<file path="src/hdl/assert_macros.svh">
// Assertion macros used by the GLL parser RTL.
`ifndef ASSERT_MACROS_SVH
`define ASSERT_MACROS_SVH

// Same-cycle implication, checked outside reset.
`define ASSERT_IMPLIES(label, clk, rst_n, pre, post) \
  label: assert property (@(posedge clk) disable iff (!rst_n) (pre) |-> (post)) \
    else $error("assertion failed: implication");

// Next-cycle implication, checked outside reset.
`define ASSERT_NEXT(label, clk, rst_n, pre, post) \
  label: assert property (@(posedge clk) disable iff (!rst_n) (pre) |=> (post)) \
    else $error("assertion failed: next-cycle implication");

`endif

</file>
<file path="src/hdl/gll_pkg.sv">
// Constants and helper functions for the GLL sentence parser.
`timescale 1ns / 1ps
package gll_pkg;

  localparam int MAX_FRAC_DIGITS_DEF = 5;

  // Characters of interest
  localparam logic [7:0] CH_NL    = 8'h0A;
  localparam logic [7:0] CH_COMMA = 8'h2C;
  localparam logic [7:0] CH_POINT = 8'h2E;
  localparam logic [7:0] CH_ZERO  = 8'h30;
  localparam logic [7:0] CH_NINE  = 8'h39;
  localparam logic [7:0] CH_S     = 8'h53;
  localparam logic [7:0] CH_W     = 8'h57;

  localparam logic [3:0] HDR_LEN   = 4'd6;
  localparam logic [3:0] FIELD_MAX = 4'd15;
  localparam logic [3:0] CIF_MAX   = 4'd15;

  localparam logic [3:0] FLD_HEADER = 4'd0;
  localparam logic [3:0] FLD_LAT    = 4'd1;
  localparam logic [3:0] FLD_LAT_HS = 4'd2;
  localparam logic [3:0] FLD_LON    = 4'd3;
  localparam logic [3:0] FLD_LON_HS = 4'd4;

  localparam logic [3:0] LAT_DEG_LEN = 4'd2;
  localparam logic [3:0] LON_DEG_LEN = 4'd3;

  localparam logic [6:0] MIN_INT_MAX = 7'd99;

  // Scale factors into 1e-7 degree units
  localparam int unsigned E7 = 10_000_000;
  localparam int unsigned E5 = 100_000;

  // Minutes numerator fits 30 bits for any fraction length; divide by 60 via reciprocal
  localparam int          NUM_W       = 30;
  localparam int          RECIP_SHIFT = 36;
  localparam int          RECIP_W     = 31;
  localparam logic [RECIP_W-1:0] RECIP_60 =
    RECIP_W'(((64'd1 << RECIP_SHIFT) + 64'd59) / 64'd60);
  localparam int          PROD_W      = NUM_W + RECIP_W;
  localparam int          QUOT_W      = 25;

  localparam int LAT_W     = 31;
  localparam int LON_W     = 35;
  localparam int LAT_DEG_W = 7;
  localparam int LON_DEG_W = 10;

  function automatic logic [23:0] pow10(input logic [2:0] n);
    logic [23:0] p;
    case (n)
      3'd0:    p = 24'd1;
      3'd1:    p = 24'd10;
      3'd2:    p = 24'd100;
      3'd3:    p = 24'd1000;
      3'd4:    p = 24'd10000;
      3'd5:    p = 24'd100000;
      3'd6:    p = 24'd1000000;
      3'd7:    p = 24'd10000000;
      default: p = 24'd1;
    endcase
    return p;
  endfunction

  function automatic logic [7:0] header_char(input logic [2:0] idx);
    logic [7:0] ch;
    case (idx)
      3'd0:    ch = 8'h24;  // $
      3'd1:    ch = 8'h47;  // G
      3'd2:    ch = 8'h50;  // P
      3'd3:    ch = 8'h47;  // G
      3'd4:    ch = 8'h4C;  // L
      3'd5:    ch = 8'h4C;  // L
      default: ch = 8'h00;
    endcase
    return ch;
  endfunction

endpackage

</file>
<file path="src/hdl/nmea_gll_position_parser.sv">
// GLL sentence parser: byte-wise field scanner and fixed-point position pipeline.
//
// Usage: feed received characters one per request on the in_ channel
// (in_valid/in_ready/in_rx_byte). A line ending in a newline whose first field
// is exactly $GPGLL yields one request on the out_ channel carrying signed
// latitude and longitude in 1e-7 degree units; other lines yield nothing.
// Throughput: one byte per cycle while in_ready is high. Each byte updates the
// scanner state in the cycle it is taken; a newline hands its snapshot to a
// four-register result pipeline (snapshot, constant scaling, reciprocal
// multiply for the /60, sum and sign) whose last register drives out_valid.
// The pipeline stages collapse bubbles independently: while out_ready is low
// bytes are still taken until all four stages hold results, and only then does
// in_ready drop. The reciprocal multiply is the deepest path.
// Reset (rst_n low, synchronous) clears the scanner to the start of a line and
// empties the pipeline.
`timescale 1ns / 1ps
`include "assert_macros.svh"
module nmea_gll_position_parser
  import gll_pkg::*;
#(
  parameter int MAX_FRAC_DIGITS = MAX_FRAC_DIGITS_DEF
) (
  input  logic                    clk,
  input  logic                    rst_n,
  input  logic                    in_valid,
  output logic                    in_ready,
  input  logic [7:0]              in_rx_byte,
  output logic                    out_valid,
  input  logic                    out_ready,
  output logic signed [LAT_W-1:0] out_latitude_e7,
  output logic signed [LON_W-1:0] out_longitude_e7
);

  localparam int          FRAC_W      = $clog2(10 ** MAX_FRAC_DIGITS);
  localparam logic [2:0]  FD          = 3'(MAX_FRAC_DIGITS);
  localparam logic [FRAC_W-1:0] FRAC_MAX = FRAC_W'(10 ** MAX_FRAC_DIGITS - 1);
  localparam int unsigned FRAC_TO_E7  = 10 ** (7 - MAX_FRAC_DIGITS);

  // Scanner state
  logic                 hdr_ok_r, hdr_ok_nxt;
  logic                 hdr_done_r, hdr_done_nxt;
  logic [3:0]           field_r, field_nxt;
  logic [3:0]           cif_r, cif_nxt;
  logic                 stopped_r, stopped_nxt;
  logic                 infrac_r, infrac_nxt;
  logic [2:0]           seen_r, seen_nxt;
  logic                 dir_r, dir_nxt;
  logic [1:0]           neg_r, neg_nxt;
  logic [LAT_DEG_W-1:0] lat_deg_r, lat_deg_nxt;
  logic [6:0]           lat_hund_r, lat_hund_nxt;
  logic [6:0]           lat_mint_r, lat_mint_nxt;
  logic [FRAC_W-1:0]    lat_mfrac_r, lat_mfrac_nxt;
  logic [LON_DEG_W-1:0] lon_deg_r, lon_deg_nxt;
  logic [6:0]           lon_hund_r, lon_hund_nxt;
  logic [6:0]           lon_mint_r, lon_mint_nxt;
  logic [FRAC_W-1:0]    lon_mfrac_r, lon_mfrac_nxt;

  // Shared coordinate datapath
  logic                 is_lon;
  logic [3:0]           deg_len;
  logic                 at_min_start;
  logic                 in_deg;
  logic                 stop_e, frac_e;
  logic [2:0]           seen_e;
  logic                 is_digit;
  logic [3:0]           digit;
  logic [LON_DEG_W-1:0] cur_deg, new_deg;
  logic [6:0]           cur_hund, new_hund, hund_inc;
  logic [6:0]           cur_mint, new_mint;
  logic [FRAC_W-1:0]    cur_mfrac, new_mfrac, frac_inc;
  logic [9:0]           min_ip;

  logic in_fire;
  logic emit;

  // Result pipeline
  logic rdy1, rdy2, rdy3, rdy4;
  logic v1_r, v2_r, v3_r, out_valid_r;

  logic [LAT_DEG_W-1:0] s1_lat_deg_r;
  logic [6:0]           s1_lat_hund_r, s1_lat_mint_r;
  logic [FRAC_W-1:0]    s1_lat_mfrac_r;
  logic [LON_DEG_W-1:0] s1_lon_deg_r;
  logic [6:0]           s1_lon_hund_r, s1_lon_mint_r;
  logic [FRAC_W-1:0]    s1_lon_mfrac_r;
  logic [1:0]           s1_neg_r;

  logic [NUM_W-1:0]     s2_lat_num_r, s2_lon_num_r;
  logic [NUM_W-1:0]     s2_lat_base_r;
  logic [LON_W-2:0]     s2_lon_base_r;
  logic [1:0]           s2_neg_r;

  logic [PROD_W-1:0]    lat_prod, lon_prod;
  logic [QUOT_W-1:0]    s3_lat_q_r, s3_lon_q_r;
  logic [NUM_W-1:0]     s3_lat_base_r;
  logic [LON_W-2:0]     s3_lon_base_r;
  logic [1:0]           s3_neg_r;

  logic [LAT_W-1:0]     lat_sum;
  logic [LON_W-1:0]     lon_sum;
  logic signed [LAT_W-1:0] lat_out_r;
  logic signed [LON_W-1:0] lon_out_r;

  assign rdy4 = !out_valid_r || out_ready;
  assign rdy3 = !v3_r || rdy4;
  assign rdy2 = !v2_r || rdy3;
  assign rdy1 = !v1_r || rdy2;

  assign in_ready = rdy1;
  assign in_fire  = in_valid && in_ready;
  assign emit     = in_fire && (in_rx_byte == CH_NL) && hdr_ok_r && hdr_done_r;

  // Select the coordinate being read (field 1 or 3)
  always_comb begin
    is_lon       = (field_r == FLD_LON);
    deg_len      = is_lon ? LON_DEG_LEN : LAT_DEG_LEN;
    at_min_start = (cif_r == deg_len);
    in_deg       = (cif_r < deg_len);
    stop_e       = at_min_start ? 1'b0 : stopped_r;
    frac_e       = at_min_start ? 1'b0 : infrac_r;
    seen_e       = at_min_start ? 3'd0 : seen_r;
    is_digit     = (in_rx_byte >= CH_ZERO) && (in_rx_byte <= CH_NINE);
    digit        = 4'(in_rx_byte - CH_ZERO);
    cur_deg      = is_lon ? lon_deg_r : LON_DEG_W'(lat_deg_r);
    cur_hund     = is_lon ? lon_hund_r : lat_hund_r;
    cur_mint     = is_lon ? lon_mint_r : lat_mint_r;
    cur_mfrac    = is_lon ? lon_mfrac_r : lat_mfrac_r;
    hund_inc     = (seen_e == 3'd0) ? 7'(7'(digit) * 7'd10) : 7'(digit);
    min_ip       = 10'(10'(cur_mint) * 10'd10) + 10'(digit);
    frac_inc     = FRAC_W'(28'(digit) * 28'(pow10(FD - 3'd1 - seen_e)));
  end

  always_comb begin
    hdr_ok_nxt    = hdr_ok_r;
    hdr_done_nxt  = hdr_done_r;
    field_nxt     = field_r;
    cif_nxt       = cif_r;
    stopped_nxt   = stopped_r;
    infrac_nxt    = infrac_r;
    seen_nxt      = seen_r;
    dir_nxt       = dir_r;
    neg_nxt       = neg_r;
    lat_deg_nxt   = lat_deg_r;
    lat_hund_nxt  = lat_hund_r;
    lat_mint_nxt  = lat_mint_r;
    lat_mfrac_nxt = lat_mfrac_r;
    lon_deg_nxt   = lon_deg_r;
    lon_hund_nxt  = lon_hund_r;
    lon_mint_nxt  = lon_mint_r;
    lon_mfrac_nxt = lon_mfrac_r;
    new_deg       = cur_deg;
    new_hund      = cur_hund;
    new_mint      = cur_mint;
    new_mfrac     = cur_mfrac;

    if (in_fire) begin
      if (in_rx_byte == CH_NL) begin
        hdr_ok_nxt    = 1'b1;
        hdr_done_nxt  = 1'b0;
        field_nxt     = '0;
        cif_nxt       = '0;
        stopped_nxt   = 1'b0;
        infrac_nxt    = 1'b0;
        seen_nxt      = '0;
        dir_nxt       = 1'b0;
        neg_nxt       = '0;
        lat_deg_nxt   = '0;
        lat_hund_nxt  = '0;
        lat_mint_nxt  = '0;
        lat_mfrac_nxt = '0;
        lon_deg_nxt   = '0;
        lon_hund_nxt  = '0;
        lon_mint_nxt  = '0;
        lon_mfrac_nxt = '0;
      end else if (in_rx_byte == CH_COMMA) begin
        if (field_r == FLD_HEADER) begin
          if (hdr_ok_r && (cif_r == HDR_LEN)) hdr_done_nxt = 1'b1;
          else hdr_ok_nxt = 1'b0;
        end else if ((field_r == FLD_LAT_HS) || (field_r == FLD_LON_HS)) begin
          // hemisphere counts only as a lone S or W
          if ((cif_r == 4'd1) && dir_r) begin
            if (field_r == FLD_LAT_HS) neg_nxt[0] = 1'b1;
            else neg_nxt[1] = 1'b1;
          end
        end
        if (field_r != FIELD_MAX) field_nxt = field_r + 4'd1;
        cif_nxt     = '0;
        stopped_nxt = 1'b0;
        infrac_nxt  = 1'b0;
        seen_nxt    = '0;
        dir_nxt     = 1'b0;
      end else begin
        case (field_r)
          FLD_HEADER: begin
            if (!((cif_r < HDR_LEN) && (in_rx_byte == header_char(cif_r[2:0]))))
              hdr_ok_nxt = 1'b0;
          end
          FLD_LAT, FLD_LON: begin
            stopped_nxt = stop_e;
            infrac_nxt  = frac_e;
            seen_nxt    = seen_e;
            if (!stop_e) begin
              if (is_digit) begin
                if (in_deg) begin
                  if (!frac_e) begin
                    new_deg = LON_DEG_W'(11'(11'(cur_deg) * 11'd10) + 11'(digit));
                  end else if (seen_e < 3'd2) begin
                    new_hund = cur_hund + hund_inc;
                    seen_nxt = seen_e + 3'd1;
                  end
                end else if (!frac_e) begin
                  if (min_ip > 10'(MIN_INT_MAX)) begin
                    // minutes saturate and the rest of the number is ignored
                    new_mint    = MIN_INT_MAX;
                    new_mfrac   = FRAC_MAX;
                    stopped_nxt = 1'b1;
                  end else begin
                    new_mint = min_ip[6:0];
                  end
                end else if (seen_e < FD) begin
                  new_mfrac = cur_mfrac + frac_inc;
                  seen_nxt  = seen_e + 3'd1;
                end
              end else if ((in_rx_byte == CH_POINT) && !frac_e) begin
                infrac_nxt = 1'b1;
              end else begin
                stopped_nxt = 1'b1;
              end
            end
            if (is_lon) begin
              lon_deg_nxt   = new_deg;
              lon_hund_nxt  = new_hund;
              lon_mint_nxt  = new_mint;
              lon_mfrac_nxt = new_mfrac;
            end else begin
              lat_deg_nxt   = new_deg[LAT_DEG_W-1:0];
              lat_hund_nxt  = new_hund;
              lat_mint_nxt  = new_mint;
              lat_mfrac_nxt = new_mfrac;
            end
          end
          FLD_LAT_HS, FLD_LON_HS: begin
            if (cif_r == 4'd0)
              dir_nxt = (in_rx_byte == CH_S) || (in_rx_byte == CH_W);
          end
          default: begin
          end
        endcase
        if (cif_r != CIF_MAX) cif_nxt = cif_r + 4'd1;
      end
    end
  end

  always_ff @(posedge clk) begin
    if (!rst_n) begin
      hdr_ok_r    <= 1'b1;
      hdr_done_r  <= 1'b0;
      field_r     <= '0;
      cif_r       <= '0;
      stopped_r   <= 1'b0;
      infrac_r    <= 1'b0;
      seen_r      <= '0;
      dir_r       <= 1'b0;
      neg_r       <= '0;
      lat_deg_r   <= '0;
      lat_hund_r  <= '0;
      lat_mint_r  <= '0;
      lat_mfrac_r <= '0;
      lon_deg_r   <= '0;
      lon_hund_r  <= '0;
      lon_mint_r  <= '0;
      lon_mfrac_r <= '0;
    end else begin
      hdr_ok_r    <= hdr_ok_nxt;
      hdr_done_r  <= hdr_done_nxt;
      field_r     <= field_nxt;
      cif_r       <= cif_nxt;
      stopped_r   <= stopped_nxt;
      infrac_r    <= infrac_nxt;
      seen_r      <= seen_nxt;
      dir_r       <= dir_nxt;
      neg_r       <= neg_nxt;
      lat_deg_r   <= lat_deg_nxt;
      lat_hund_r  <= lat_hund_nxt;
      lat_mint_r  <= lat_mint_nxt;
      lat_mfrac_r <= lat_mfrac_nxt;
      lon_deg_r   <= lon_deg_nxt;
      lon_hund_r  <= lon_hund_nxt;
      lon_mint_r  <= lon_mint_nxt;
      lon_mfrac_r <= lon_mfrac_nxt;
    end
  end

  // Pipeline valids
  always_ff @(posedge clk) begin
    if (!rst_n) begin
      v1_r        <= 1'b0;
      v2_r        <= 1'b0;
      v3_r        <= 1'b0;
      out_valid_r <= 1'b0;
    end else begin
      if (rdy1) v1_r <= emit;
      if (rdy2) v2_r <= v1_r;
      if (rdy3) v3_r <= v2_r;
      if (rdy4) out_valid_r <= v3_r;
    end
  end

  // Stage 1: snapshot of the finished sentence
  always_ff @(posedge clk) begin
    if (rdy1) begin
      s1_lat_deg_r   <= lat_deg_r;
      s1_lat_hund_r  <= lat_hund_r;
      s1_lat_mint_r  <= lat_mint_r;
      s1_lat_mfrac_r <= lat_mfrac_r;
      s1_lon_deg_r   <= lon_deg_r;
      s1_lon_hund_r  <= lon_hund_r;
      s1_lon_mint_r  <= lon_mint_r;
      s1_lon_mfrac_r <= lon_mfrac_r;
      s1_neg_r       <= neg_r;
    end
  end

  // Stage 2: minutes*10^(7-F) numerator and degree part (whole and hundredths), constant scaling
  always_ff @(posedge clk) begin
    if (rdy2) begin
      s2_lat_num_r  <= NUM_W'(NUM_W'(s1_lat_mint_r) * NUM_W'(E7))
                     + NUM_W'(NUM_W'(s1_lat_mfrac_r) * NUM_W'(FRAC_TO_E7));
      s2_lon_num_r  <= NUM_W'(NUM_W'(s1_lon_mint_r) * NUM_W'(E7))
                     + NUM_W'(NUM_W'(s1_lon_mfrac_r) * NUM_W'(FRAC_TO_E7));
      s2_lat_base_r <= NUM_W'(NUM_W'(s1_lat_deg_r) * NUM_W'(E7))
                     + NUM_W'(NUM_W'(s1_lat_hund_r) * NUM_W'(E5));
      s2_lon_base_r <= (LON_W-1)'((LON_W-1)'(s1_lon_deg_r) * (LON_W-1)'(E7))
                     + (LON_W-1)'((LON_W-1)'(s1_lon_hund_r) * (LON_W-1)'(E5));
      s2_neg_r      <= s1_neg_r;
    end
  end

  // Stage 3: floor(num / 60) by reciprocal multiply, exact for num < 2^30
  assign lat_prod = PROD_W'(s2_lat_num_r) * PROD_W'(RECIP_60);
  assign lon_prod = PROD_W'(s2_lon_num_r) * PROD_W'(RECIP_60);

  always_ff @(posedge clk) begin
    if (rdy3) begin
      s3_lat_q_r    <= lat_prod[RECIP_SHIFT +: QUOT_W];
      s3_lon_q_r    <= lon_prod[RECIP_SHIFT +: QUOT_W];
      s3_lat_base_r <= s2_lat_base_r;
      s3_lon_base_r <= s2_lon_base_r;
      s3_neg_r      <= s2_neg_r;
    end
  end

  // Stage 4: sum and hemisphere sign into the output register
  assign lat_sum = LAT_W'(s3_lat_base_r) + LAT_W'(s3_lat_q_r);
  assign lon_sum = LON_W'(s3_lon_base_r) + LON_W'(s3_lon_q_r);

  always_ff @(posedge clk) begin
    if (rdy4) begin
      lat_out_r <= s3_neg_r[0] ? -$signed(lat_sum) : $signed(lat_sum);
      lon_out_r <= s3_neg_r[1] ? -$signed(lon_sum) : $signed(lon_sum);
    end
  end

  assign out_valid        = out_valid_r;
  assign out_latitude_e7  = lat_out_r;
  assign out_longitude_e7 = lon_out_r;

  // Input only stalls once every result stage is occupied and blocked
  `ASSERT_IMPLIES(a_stall_only_when_full, clk, rst_n, !in_ready,
    v1_r && v2_r && v3_r && out_valid_r && !out_ready)
  // A newline always returns the scanner to the start of a line
  `ASSERT_NEXT(a_newline_clears, clk, rst_n, in_fire && (in_rx_byte == CH_NL),
    (field_r == FLD_HEADER) && (cif_r == 4'd0) && hdr_ok_r && !hdr_done_r && (neg_r == 2'b00))
  // Header completion is only reached with a matching header and leaves field 0
  `ASSERT_IMPLIES(a_header_done_ok, clk, rst_n, hdr_done_r,
    hdr_ok_r && (field_r != FLD_HEADER))

endmodule
</file>
<file path="config.mk">
export PLATFORM = sky130hd
export DESIGN_NAME = nmea_gll_position_parser
export DESIGN_NICKNAME = d
export VERILOG_FILES = /design/src/hdl/gll_pkg.sv /design/src/hdl/nmea_gll_position_parser.sv
export VERILOG_INCLUDE_DIRS = /design/src /design/src/hdl
export SDC_FILE = /design/constraint.sdc
export NUM_CORES = 2
export LEC_CHECK = 0
export BUFFER_PORTS_ARGS = -buffer_cell sky130_fd_sc_hd__buf_2
export CORE_MARGIN = 2
export CORE_UTILIZATION = 50
export CTS_BUF_LIST = sky130_fd_sc_hd__clkbuf_8
export DETAILED_ROUTE_END_ITERATION = 7
export PLACE_DENSITY = 0.71
export SLEW_MARGIN = 20
export SYNTH_ARGS = -nofsm -noshare
export SYNTH_HDL_FRONTEND = slang
export SYNTH_SLANG_ARGS = --single-unit
export TNS_END_PERCENT = 50
</file>
<file path="constraint.sdc">
create_clock -name clk -period 11.1 [get_ports clk]
set_clock_uncertainty 0.1 [all_clocks]
set_input_delay 0 -clock clk [delete_from_list [all_inputs] [get_ports clk]]
set_output_delay 0 -clock clk [all_outputs]
set_load 0.1 [all_outputs]
</file>
==> run summary <==
Status = complete, no violations
Crit-path max FO = 41
Post-synth EDFFs = 365
Fin crit share = 75.6%
First-pass GRT wire length = 190 mm
Vias in the first global route = 38100
Die area = 112000 µm²
Io pins = 80
Via density = 5.36
Total setup buffers inserted after CTS = 0
#FFs+latches synth = 466
Final WS setup = 2.71 ns
Crit path DAT = 8.88 ns
Fin cells = 7151
Ranking of synthesized cells by area = ha_1, edfxtp_1, fa_1
Critical path class = register to register
Syn Area/Cell = 9.90 µm²
Total negative setup slack = 0 ns
Max Slew Vio Count = 0
Largest net degree at the start of global routing = 83
Core box area = 109000 µm²
CP endpoint kind = register
Most common cell in the netlist = ha_1
Detail Route Antenna Nets = 0
Post-synth top cells = ha_1, inv_1, fa_1, edfxtp_1, nand2_1
Dpl hpwl = 96.3 mm
CTS tree = done
Placed insts = 6982
Leakage power = 33.2 nW
FFs w/ async S/R, synth = 0%
Unrepaired setup endpoints after global routing = false
Startpoint types = register
Max VDD drop = 0.0000691 V
Largest area contributor in the netlist = ha_1
Root buffer cell = clkbuf_8
Cell mode on critical path = ha_1
Total CTS buffers = 82
Initial antenna violation count = 4
Slowest cell on crit path = ha_1
Netlist Area Pre-Place = 54800 µm²
Share of cells above drive strength 1 = 4.74%
Initial core utilization = 50.4%
Area delta synth->final = 7.29%
Die Height = 335 µm
Clk slew on worst S/H paths = 0.07 ns
Congestion Overflow GR = 0
Post-synthesis cell count = 5540
Dpl ws = 2.80 ns
Drt total wl = 115 mm
Die width = 335 µm
Final setup fails = 0
Number of placement rows = 121
CTS Sinks = 466
Fmax = 119 MHz
Placed Instance Area = 56900 µm²
Slew headroom = 29.8%
Via count = 38300
DRC violations left = 0
DR iter-0 viols = 2263
Longest Clk Path Bufs = 3
Worst EP required = 11.59 ns
Post-layout min period = 8.39 ns
Post-synth top area share = 27.1%
Worst-Margin Slew = 1.05 ns
H-tree depth = 3
Library cells used by synthesis = 89
DRT Pass-1 Iters = 6
Max-Cap Viols = 0
Routability congestion estimate = 0.898
WL/cell = 16.1 µm
Port Buffer Count = 79
Post-synthesis net count = 7135
Clk Latency, worst-skew pair = 0.72 ns
Main synth FF type = edfxtp_1
YS warnings = 0
PD cells = 62.6 nW/µm²
Final instance area = 58800 µm²
Highest cell delay on the worst timing path = 0.59 ns
Sequential area share after synthesis = 23.7%
Hold crit path type = primary input to register
Final Hold Vio Count = 0
Total track usage = 20.7%
Nets = 7261
Total chip power = 3.68 mW
==> flip-flops by register name (all words and copies together) (netlist names), 10 cells and up <==
register          flops
lon_mfrac_r          17
s3_lon_q_r           25
s3_lat_q_r           25
s2_lon_num_r         28
lon_deg_r            10
s2_lon_base_r        29
s1_lon_deg_r         10
s3_lon_base_r        29
s3_lat_base_r        25
s1_lon_mfrac_r       17
s1_lat_mfrac_r       17
s2_lat_base_r        25
out_latitude_e7      31
lat_mfrac_r          17
s2_lat_num_r         28
out_longitude_e7     35
==> final timing paths <==
check / end / slack, ns / cells after the start / startpoint
max: lat_mfrac_r[15] / 2.71 / 27 / field_r[2]
min: hdr_ok_r / 0.09 / 6 / in_rx_byte[3]
max reg2reg: lat_mfrac_r[15] / 2.71 / 27 / field_r[2]
min reg2reg: s3_lon_base_r[29] / 0.31 / 0 / s2_lon_base_r[29]
==> metrics by stage <==
step | hold slack (ns) | util, %
final | 0.0921 | 54.1
after global routing | 0.0740 | 54.1
after CTS | 0.00398 | 54.0
after detailed placement | 0.305 | 52.3
after global placement | 0.302 | 52.3
after floorplan | 0.0805 | -
==> layout make-up <==
| type | instances | area, µm² |
|---|---|---|
| multi-input cells | 4098 | 38200 |
| diodes | 2 | 5.00 |
| flip-flops and latches | 466 | 13000 |
| repair buffers | 108 | 666 |
| clock inverters | 66 | 574 |
| fillers | 9463 | 50000 |
| clock buffers | 87 | 1200 |
| inverters | 910 | 3420 |
| well taps | 1414 | 1770 |
==> critical path: cells and delay by family (launching register included) <==
kind	cells	cell delay, ns
mux	1	0.16
simple gates	8	1.52
buf+inv	3	0.97
fa+ha+maj	7	3.24
compound gates	8	1.75
flops	1	0.45
==> where the power goes <==
| group | internal (mW) | total, mW | switching [mW] |
|---|---|---|---|
| Sequential | 1.86 | 1.86 | 0.00226 |
| Combinational | 0.0469 | 0.120 | 0.0730 |
| Clock | 0.950 | 1.70 | 0.753 |
| Total | 2.86 | 3.68 | 0.828 |
==> kinds of logic after synthesis <==
group                    Yosys count  synth area share, %
adder cells (fa/ha/maj)         1583                 41.5
multiplexers                      30                0.557
AO/OA/AOI/OAI                    937                 11.0
AND/OR/NAND/NOR                 1148                 10.1
flip-flops                       466                 23.7
XOR/XNOR                         400                 6.41
buffers and inverters            976                 6.69
==> metal layers <==
metal / GRT usage [%] / wire [µm]
met4: 5.48 / 2430
met2: 33.6 / 51600
met3: 2.19 / 4470
met5: 0 / 0
met1: 29.5 / 56600
==> cells in the final DEF (no fill, tap or decap), types with 44 or more instances in the layout <==
master	netlist	final
nor2_1	247	247
xnor2_1	271	271
xor2_1	128	128
nand2b_1	44	44
fa_1	395	395
nand2_1	350	349
dfxtp_1	101	101
inv_1	907	930
buf_2	3	79
o21a_1	50	50
nor3_1	93	93
and2_1	52	52
o21ai_0	173	173
a21boi_0	56	55
nor2b_1	61	61
edfxtp_1	365	365
nand3_1	114	113
ha_1	1188	1188
a21oi_1	270	270
clkbuf_8	0	87
a21o_1	99	99
==> repair_timing <==
action                                  CTS  global route
endpoints found under the hold margin    44             0
gates resized for setup                   0             0
hold buffers                             13             0
endpoints found under the setup margin    0             0
Power figures use the tool's default switching activity.
